**src/rtl/core/trd_pkg.sv**
```systemverilog
// Package for the touch report decoder core.
// Holds the coordinate widths, the report job type and the byte position codes.
// No dependencies.
package trd_pkg;

	localparam int COORD_BITS = 12;
	localparam int LOW_BITS = 7;
	localparam int HI_BITS = ((COORD_BITS - LOW_BITS) > 8) ? 8 : (COORD_BITS - LOW_BITS);
	localparam int SIZE_BITS = 12;
	localparam int PIX_BITS = 12;
	localparam int PROD_BITS = COORD_BITS + SIZE_BITS;

	localparam int QUEUE_DEPTH = 4;
	localparam int QPTR_BITS = $clog2(QUEUE_DEPTH);
	localparam int QCNT_BITS = QPTR_BITS + 1;

	localparam int CFG_ADDR_BITS = 3;
	localparam int CFG_DATA_BITS = 32;
	localparam logic CFG_IDX_WIDTH = 1'b0;
	localparam logic CFG_IDX_HEIGHT = 1'b1;

	localparam logic [SIZE_BITS-1:0] WIDTH_RESET = 12'd800;
	localparam logic [SIZE_BITS-1:0] HEIGHT_RESET = 12'd480;

	typedef enum logic [2:0] {
		POS_HEADER = 3'd0,
		POS_X_LO   = 3'd1,
		POS_X_HI   = 3'd2,
		POS_Y_LO   = 3'd3,
		POS_Y_HI   = 3'd4
	} pos_t;

	// One classified report waiting for scaling.
	typedef struct packed {
		logic                  bad;
		logic                  pen;
		logic [COORD_BITS-1:0] x_raw;
		logic [COORD_BITS-1:0] y_raw;
	} trd_job_t;

	function automatic logic [COORD_BITS-1:0] make_raw(input logic [HI_BITS-1:0] hi,
		input logic [LOW_BITS-1:0] lo);
		make_raw = COORD_BITS'({hi, lo});
	endfunction

endpackage

```
**src/rtl/core/trd_front.sv**
```systemverilog
// Front end of the touch report decoder: byte framing and report assembly.
// Depends on trd_pkg.
module trd_front (
	input  logic                 clk,
	input  logic                 arst_n,
	input  logic                 rx_valid,
	input  logic [7:0]           rx_byte,
	input  logic                 q_full,
	output logic                 rx_stall,
	output logic                 push,
	output trd_pkg::trd_job_t    push_job
);
	import trd_pkg::*;

	pos_t                pos_q, pos_d;
	logic                fire;
	logic                pen_q;
	logic [LOW_BITS-1:0] x_lo_q;
	logic [HI_BITS-1:0]  x_hi_q;
	logic [LOW_BITS-1:0] y_lo_q;

	assign rx_stall = q_full;
	assign fire = rx_valid & ~q_full;

	always_ff @(posedge clk or negedge arst_n) begin
		if (!arst_n) begin
			pos_q <= POS_HEADER;
		end else begin
			pos_q <= pos_d;
		end
	end

	always_comb begin
		pos_d = pos_q;
		push = 1'b0;
		push_job = '0;
		unique case (pos_q)
			POS_X_LO: if (fire) pos_d = POS_X_HI;
			POS_X_HI: if (fire) pos_d = POS_Y_LO;
			POS_Y_LO: if (fire) pos_d = POS_Y_HI;
			POS_Y_HI: if (fire) begin
				pos_d = POS_HEADER;
				push = 1'b1;
				push_job.pen = pen_q;
				push_job.x_raw = make_raw(x_hi_q, x_lo_q);
				push_job.y_raw = make_raw(rx_byte[HI_BITS-1:0], y_lo_q);
			end
			default: if (fire) begin
				// header expected; a byte without the sync bit is reported at once
				if (!rx_byte[7]) begin
					pos_d = POS_HEADER;
					push = 1'b1;
					push_job.bad = 1'b1;
				end else begin
					pos_d = POS_X_LO;
				end
			end
		endcase
	end

	always_ff @(posedge clk) begin
		if (fire) begin
			unique case (pos_q)
				POS_X_LO: x_lo_q <= rx_byte[LOW_BITS-1:0];
				POS_X_HI: x_hi_q <= rx_byte[HI_BITS-1:0];
				POS_Y_LO: y_lo_q <= rx_byte[LOW_BITS-1:0];
				POS_Y_HI: ;
				default:  pen_q <= rx_byte[0];
			endcase
		end
	end

endmodule

```
**src/rtl/core/trd_queue.sv**
```systemverilog
// Short queue of assembled report jobs between front and back ends.
// Depends on trd_pkg.
module trd_queue (
	input  logic                 clk,
	input  logic                 arst_n,
	input  logic                 push,
	input  trd_pkg::trd_job_t    push_job,
	input  logic                 pop,
	output logic                 full,
	output logic                 empty,
	output trd_pkg::trd_job_t    head_job
);
	import trd_pkg::*;

	trd_job_t               slot_q [QUEUE_DEPTH];
	logic [QPTR_BITS-1:0]   wr_ptr_q, rd_ptr_q;
	logic [QCNT_BITS-1:0]   count_q;

	assign full = (count_q == QCNT_BITS'(QUEUE_DEPTH));
	assign empty = (count_q == '0);
	assign head_job = slot_q[rd_ptr_q];

	always_ff @(posedge clk or negedge arst_n) begin
		if (!arst_n) begin
			wr_ptr_q <= '0;
			rd_ptr_q <= '0;
			count_q <= '0;
		end else begin
			if (push) wr_ptr_q <= wr_ptr_q + 1'b1;
			if (pop) rd_ptr_q <= rd_ptr_q + 1'b1;
			priority if (push && !pop) count_q <= count_q + 1'b1;
			else if (pop && !push) count_q <= count_q - 1'b1;
		end
	end

	always_ff @(posedge clk) begin
		if (push) slot_q[wr_ptr_q] <= push_job;
	end

endmodule

```
**src/rtl/core/trd_back.sv**
```systemverilog
// Back end of the touch report decoder: coordinate scaling and output register.
// Depends on trd_pkg.
module trd_back (
	input  logic                         clk,
	input  logic                         arst_n,
	input  logic                         q_empty,
	input  trd_pkg::trd_job_t            head_job,
	input  logic [trd_pkg::SIZE_BITS-1:0] width,
	input  logic [trd_pkg::SIZE_BITS-1:0] height,
	input  logic                         report_stall,
	output logic                         pop,
	output logic                         report_valid,
	output logic                         bad_header,
	output logic                         pen_down,
	output logic [trd_pkg::PIX_BITS-1:0] x_pixel,
	output logic [trd_pkg::PIX_BITS-1:0] y_pixel
);
	import trd_pkg::*;

	logic                 valid_q;
	logic                 bad_q, pen_q;
	logic [PIX_BITS-1:0]  x_q, y_q;
	logic [PROD_BITS-1:0] x_prod, y_prod;

	// load the output register whenever a job is waiting and the register is empty or being drained
	assign pop = ~q_empty & (~valid_q | ~report_stall);

	assign x_prod = PROD_BITS'(head_job.x_raw) * PROD_BITS'(width);
	assign y_prod = PROD_BITS'(head_job.y_raw) * PROD_BITS'(height);

	always_ff @(posedge clk or negedge arst_n) begin
		if (!arst_n) begin
			valid_q <= 1'b0;
		end else if (pop) begin
			valid_q <= 1'b1;
		end else if (!report_stall) begin
			valid_q <= 1'b0;
		end
	end

	always_ff @(posedge clk) begin
		if (pop) begin
			bad_q <= head_job.bad;
			pen_q <= head_job.pen;
			x_q <= x_prod[COORD_BITS +: PIX_BITS];
			y_q <= y_prod[COORD_BITS +: PIX_BITS];
		end
	end

	assign report_valid = valid_q;
	assign bad_header = bad_q;
	assign pen_down = pen_q;
	assign x_pixel = x_q;
	assign y_pixel = y_q;

endmodule

```
**src/rtl/core/touch_report_decoder_core.sv**
```systemverilog
// Top level of the touch report decoder core: config registers and block wiring.
// Depends on trd_pkg, trd_front, trd_queue and trd_back.
//
// Usage:
//   rx_byte / rx_valid / rx_stall carry bytes from a UART receiver. A byte
//   transfers at a rising edge with rx_valid high and rx_stall low.
//   A report consists of a header byte (bit 7 set, bit 0 = pen down) and four
//   data bytes: X low 7 bits, X high part, Y low 7 bits, Y high part.
//   A header byte without bit 7 yields one report with bad_header set and
//   pen_down, x_pixel, y_pixel zero; the core keeps hunting for a header.
//   Good reports carry raw * screen_size >> 12 for each axis.
//   report_valid / report_stall carry results; a result transfers at an edge
//   with report_valid high and report_stall low. A stalled result holds.
// Data flow:
//   A completed report passes the job queue, then the output register. Bytes
//   are taken one per cycle while rx_stall is low; the front end decodes into
//   a four-entry job queue, and the back end scales one job per cycle unless it
//   is stalled, through two 12x12 multipliers into the output register.
//   When report_stall is held, the queue fills and rx_stall rises only once
//   four further reports are waiting; bytes that finish no report are still
//   taken while there is room.
// Reset:
//   arst_n clears framing to header hunt, empties the queue and drops
//   report_valid. screen_width resets to 800, screen_height to 480.
// Config (APB, pready always high): 0x0 screen_width, 0x4 screen_height.
module touch_report_decoder_core (
	input  logic                              clk,
	input  logic                              arst_n,
	input  logic                              psel,
	input  logic                              penable,
	input  logic                              pwrite,
	input  logic [trd_pkg::CFG_ADDR_BITS-1:0] paddr,
	input  logic [trd_pkg::CFG_DATA_BITS-1:0] pwdata,
	output logic [trd_pkg::CFG_DATA_BITS-1:0] prdata,
	output logic                              pready,
	input  logic [7:0]                        rx_byte,
	input  logic                              rx_valid,
	output logic                              rx_stall,
	output logic                              bad_header,
	output logic                              pen_down,
	output logic [trd_pkg::PIX_BITS-1:0]      x_pixel,
	output logic [trd_pkg::PIX_BITS-1:0]      y_pixel,
	output logic                              report_valid,
	input  logic                              report_stall
);
	import trd_pkg::*;

	logic [SIZE_BITS-1:0] width_q, height_q;
	logic                 cfg_wr;
	logic                 cfg_idx;
	logic                 q_full, q_empty, push, pop;
	trd_job_t             push_job, head_job;

	// Config port: decode on the register slot bit only, low address bits ignored
	assign pready = 1'b1;
	assign cfg_wr = psel & penable & pwrite;
	assign cfg_idx = paddr[2];

	always_ff @(posedge clk or negedge arst_n) begin
		if (!arst_n) begin
			width_q <= WIDTH_RESET;
			height_q <= HEIGHT_RESET;
		end else if (cfg_wr) begin
			unique case (cfg_idx)
				CFG_IDX_WIDTH:  width_q <= pwdata[SIZE_BITS-1:0];
				CFG_IDX_HEIGHT: height_q <= pwdata[SIZE_BITS-1:0];
			endcase
		end
	end

	always_comb begin
		unique case (cfg_idx)
			CFG_IDX_WIDTH:  prdata = CFG_DATA_BITS'(width_q);
			CFG_IDX_HEIGHT: prdata = CFG_DATA_BITS'(height_q);
		endcase
	end

	// Front end: frame bytes into report jobs
	trd_front u_front (
		.clk      (clk),
		.arst_n   (arst_n),
		.rx_valid (rx_valid),
		.rx_byte  (rx_byte),
		.q_full   (q_full),
		.rx_stall (rx_stall),
		.push     (push),
		.push_job (push_job)
	);

	// Decouple framing from the scaling/output side
	trd_queue u_queue (
		.clk      (clk),
		.arst_n   (arst_n),
		.push     (push),
		.push_job (push_job),
		.pop      (pop),
		.full     (q_full),
		.empty    (q_empty),
		.head_job (head_job)
	);

	// Back end: scale and present reports
	trd_back u_back (
		.clk          (clk),
		.arst_n       (arst_n),
		.q_empty      (q_empty),
		.head_job     (head_job),
		.width        (width_q),
		.height       (height_q),
		.report_stall (report_stall),
		.pop          (pop),
		.report_valid (report_valid),
		.bad_header   (bad_header),
		.pen_down     (pen_down),
		.x_pixel      (x_pixel),
		.y_pixel      (y_pixel)
	);

endmodule

```
**config.mk**
```make
export PLATFORM = sky130hd
export DESIGN_NAME = touch_report_decoder_core
export DESIGN_NICKNAME = d
export VERILOG_FILES = /design/src/rtl/core/trd_pkg.sv /design/src/rtl/core/trd_front.sv /design/src/rtl/core/trd_queue.sv /design/src/rtl/core/trd_back.sv /design/src/rtl/core/touch_report_decoder_core.sv
export SDC_FILE = /design/constraint.sdc
export NUM_CORES = 1
export LEC_CHECK = 0
export ABC_CLOCK_PERIOD_IN_PS = 6540
export BUFFER_PORTS_ARGS = -buffer_cell sky130_fd_sc_hd__buf_2
export CORE_MARGIN = 5
export CORE_UTILIZATION = 45
export CTS_CLUSTER_DIAMETER = 30
export DETAILED_ROUTE_END_ITERATION = 10
export GPL_TIMING_DRIVEN = 0
export PLACE_DENSITY = 0.74
export REMOVE_ABC_BUFFERS = 1
export SYNTH_ARGS = -nofsm -noshare
export SYNTH_HDL_FRONTEND = slang
export SYNTH_HIERARCHICAL = 1
export SYNTH_SLANG_ARGS = --single-unit
export TNS_END_PERCENT = 50
```
**constraint.sdc**
```tcl
create_clock -name clk -period 6.54 [get_ports clk]
set_input_delay 0.654 -clock clk [delete_from_list [all_inputs] [get_ports clk]]
set_output_delay 0.654 -clock clk [all_outputs]
set_load 0.01 [all_outputs]
```
==> reports/qor.csv <==
stage,metric,value,unit
timing,setup_viol,0,
worst_setup_path,path_cells,buf_12 > mux4_2 > and2_1 > fa_1 > inv_1 > fa_1 > inv_1 > fa_1 > fa_1 > inv_1 > fa_1 > inv_1 > ha_1 > and3_1 > nand2_1 > o31a_1 > o31a_4 > o21ai_2 > o211ai_1,
placed_design,dp_hpwl,23.7,mm
global_routing,grt_max_degree,36,
yosys,ys_warn_count,6,
yosys,synth_area,0.0163,mm2
timing,slew_viol_final,0,
placed_design,placed_cells,1891,
global_routing,overflow,0,
timing,finalSetupTns,0,ns
yosys,synth_area_leader_cell,edfxtp_1,
timing,slew_headroom,0.0922,
timing,fin_crit,6.16,ns
timing,worst_pin_slew,1.36,ns
yosys,syn_inst,1426,
timing,finalHoldViolations,0,
yosys,synth_cell_type_count,64,
flow_run,max_cap_viol_count,0,
layout,nNetsFinal,1826,
global_routing,antenna_found_initial,1,
clock_network,clock_sinks,185,
worst_setup_path,required,6.73,ns
run_status,status,finished clean,
worst_setup_path,rr_startpoint,u_queue/rd_ptr_q[0]$_DFFE_PN0P_,
routing,drt-vias-per-instance,5.24,
layout,final_core_utilization,0.492,
timing,skew,0.0159,ns
routing,wl_per_cell,16.5,um
global_routing,grt_pass1_wl,53.2,mm
clock_network,cts_buffer_depth,2,
worst_setup_path,timing.critical_path.fanout_max,22,
worst_setup_path,crit_top_cell,fa_1,
routing,drc_errors,0,
layout,post-route-cell-area,0.0175,mm2
clock_network,cts_tree,done,
layout,drive_gt1_frac,0.141,
worst_setup_path,reg2reg_depth,19,
worst_setup_path,crit_path_end_kind,flip-flop,
placed_design,io_buffers,67,
clock_network,h-tree-depth,4,
yosys,seq_area_frac_synth,0.332,
timing,grt_setup_unrepaired,false,
floorplanning,ioPinCount,111,
yosys,synthFlopType,edfxtp_1,
floorplanning,die-area,0.0400,mm2
worst_setup_path,start_kind,flip-flop,
worst_setup_path,crit_arrival,6.35,ns
layout,diodes,0,
worst_setup_path,cpPeakStageDelay,0.69,ns
global_routing,grt_pass1_vias,10955,
clock_network,numCtsBuffers,17,
placed_design,postPlaceCellArea,0.0168,mm2
floorplanning,die_w,200,um
worst_setup_path,worst-setup-path-type,flip-flop to flip-flop,
worst_setup_path,reg2reg_slack,0.38,ns
floorplanning,row_count,69,
yosys,synthTopCellsByArea,"edfxtp_1, fa_1, ha_1",
floorplanning,start_util,0.457,
yosys,synth_seq_cells,185,
yosys,ys_async_sr_fraction,0.189,
routing,initialDrtViolationCount,566,
routing,firstDrtPassIters,5,
yosys,syn_area_per_cell,11.4,um2
clock_network,clk_pin_slew,0.08,ns
placed_design,gp_congestion,0.836,
yosys,synth_top_area_share,0.277,
worst_setup_path,cpMaxStageDelayCell,mux4_2,
yosys,synth_edf_count,150,
routing,routed_wirelength,31.8,mm
layout,syn2layout_area_growth,7.71,%
global_routing,grt_usage,0.167,
clock_network,clk_latency,0.45,ns
timing,max_clock_freq,0.162,GHz
layout,fin_cells,1930,
floorplanning,die_y,200,um
clock_network,clock_tree.root_cell,clkbuf_16,
timing,finalCritPeriodShare,0.942,
worst_setup_path,worstReg2RegEnd,u_back/y_pixel[11]$_DFFE_PP_,
routing,vias,10111,
hold_path,hold_path_class,input port to asynchronous set/reset pin,
routing,postRouteAntennaNets,0,
floorplanning,core_area,0.0356,mm2
[repair_timing]
action                                  4_1_cts  5_1_grt
hold buffers                                  0        0
cloned                                        0        0
resized for setup                             2        3
endpoints found under the setup margin       11       11
setup buffers                                 0        7
pin swaps                                     0        0
[stage by stage]
stage,setup WS [ns],hold slack (ns)
finish,0.381,0.306
floorplan,-0.0670,0.358
detailed placement,-0.317,0.500
global placement,-0.945,0.475
global route,0.0507,0.357
CTS,0.0201,0.323
[critical path, delay by kind of cell (launching register included)]
family	cells	cell delay [ns]
AND/OR/NAND/NOR	3	0.49
flip-flops	1	0.39
AO/OA/AOI/OAI	4	1.08
multiplexers	1	0.69
adder cells (fa/ha/maj)	6	2.85
buffers and inverters	5	0.41
[cell usage in the layout (no fill, tap or decap), types with 4 or more instances in the layout]
master and n:
a211oi_1 6, a21o_1 6, a21oi_1 20, a31oi_1 5
and2_1 115, and2_2 14, buf_2 67, buf_4 7
clkbuf_16 17, clkinv_8 5, conb_1 21, dfrtp_1 26
dfstp_2 7, edfxtp_1 150, fa_1 199, ha_1 121
inv_1 269, mux2_2 27, mux2_4 10, mux4_1 6
mux4_2 20, nand2_1 202, nand3_1 6, nand4_1 6
nor2_1 22, nor3_1 9, o21ai_0 7, o21bai_1 4
xnor2_1 19, xor2_1 14
[routing by layer]
layer / GRT usage / up-vias / share of wire
met4: 0.0481 / 2 / 0.020
met5: 0 / - / 0.00022
met3: 0.0359 / 49 / 0.064
li1: - / 4555 / -
met2: 0.277 / 322 / 0.49
met1: 0.224 / 5183 / 0.43
[how the worst max path moves through the flow]
stage	from	endpoint	slack (ns)	depth (start not counted)
final	u_queue/rd_ptr_q[0]$_DFFE_PN0P_	u_back/y_pixel[11]$_DFFE_PP_	0.38	19
after global routing	u_queue/rd_ptr_q[0]$_DFFE_PN0P_	u_back/x_pixel[11]$_DFFE_PP_	0.05	19
after CTS	u_queue/rd_ptr_q[0]$_DFFE_PN0P_	u_back/x_pixel[11]$_DFFE_PP_	0.02	18
after detailed placement	u_queue/rd_ptr_q[1]$_DFFE_PN0P_	u_back/x_pixel[11]$_DFFE_PP_	-0.32	18
after global placement	u_queue/rd_ptr_q[0]$_DFFE_PN0P_	u_back/x_pixel[11]$_DFFE_PP_	-0.95	18
after floorplan	u_queue/rd_ptr_q[0]$_DFFE_PN0P_	u_back/x_pixel[11]$_DFFE_PP_	-0.07	18
[synthesized netlist by cell type (14+ instances only)]
cell type	count
edfxtp_1	150
xnor2_1	19
dfrtp_1	28
mux4_2	18
mux2_2	27
and2_1	117
buf_4	22
clkbuf_1	48
inv_1	269
nand2_1	202
ha_1	121
xor2_1	14
fa_1	199
a21oi_1	22
nor2_1	22
[area by class of cell]
| type | count | area (um2) |
|---|---|---|
| multi-input combinational | 906 | 9450 |
| clock inverter | 15 | 190 |
| tap | 461 | 577 |
| timing repair buffer | 77 | 463 |
| clock buffer | 17 | 425 |
| inverter | 269 | 1010 |
| fill | 3131 | 18100 |
| sequential | 185 | 5390 |
[registers in the layout, summed over array words and instances, names as in the netlist]
name	flops
u_queue/slot_q	104
u_back/y_pixel	12
u_front/y_lo_q	7
u_back/bad_header	1
u_front/x_lo_q	7
u_back/x_pixel	12
u_front/x_hi_q	5
width_q	12
u_queue/wr_ptr_q	2
u_front/pen_q	1
u_back/pen_down	1
u_back/report_valid	1
u_queue/count_q	3
u_queue/rd_ptr_q	2
u_front/pos_q	3
height_q	12
[logic make-up after synthesis]
kind of cell | count (synthesis) | share of synthesized area
multiplexers | 63 | 0.0658
other | 2 | 0.000462
AND/OR/NAND/NOR | 391 | 0.120
adder cells (fa/ha/maj) | 320 | 0.338
XOR/XNOR | 33 | 0.0178
AO/OA/AOI/OAI | 78 | 0.0342
flip-flops | 185 | 0.332
buffers and inverters | 354 | 0.0922
Power is left out: the tool's default activity adds up to more than one toggle a clock period on the data nets, which glitch-free logic cannot reach.
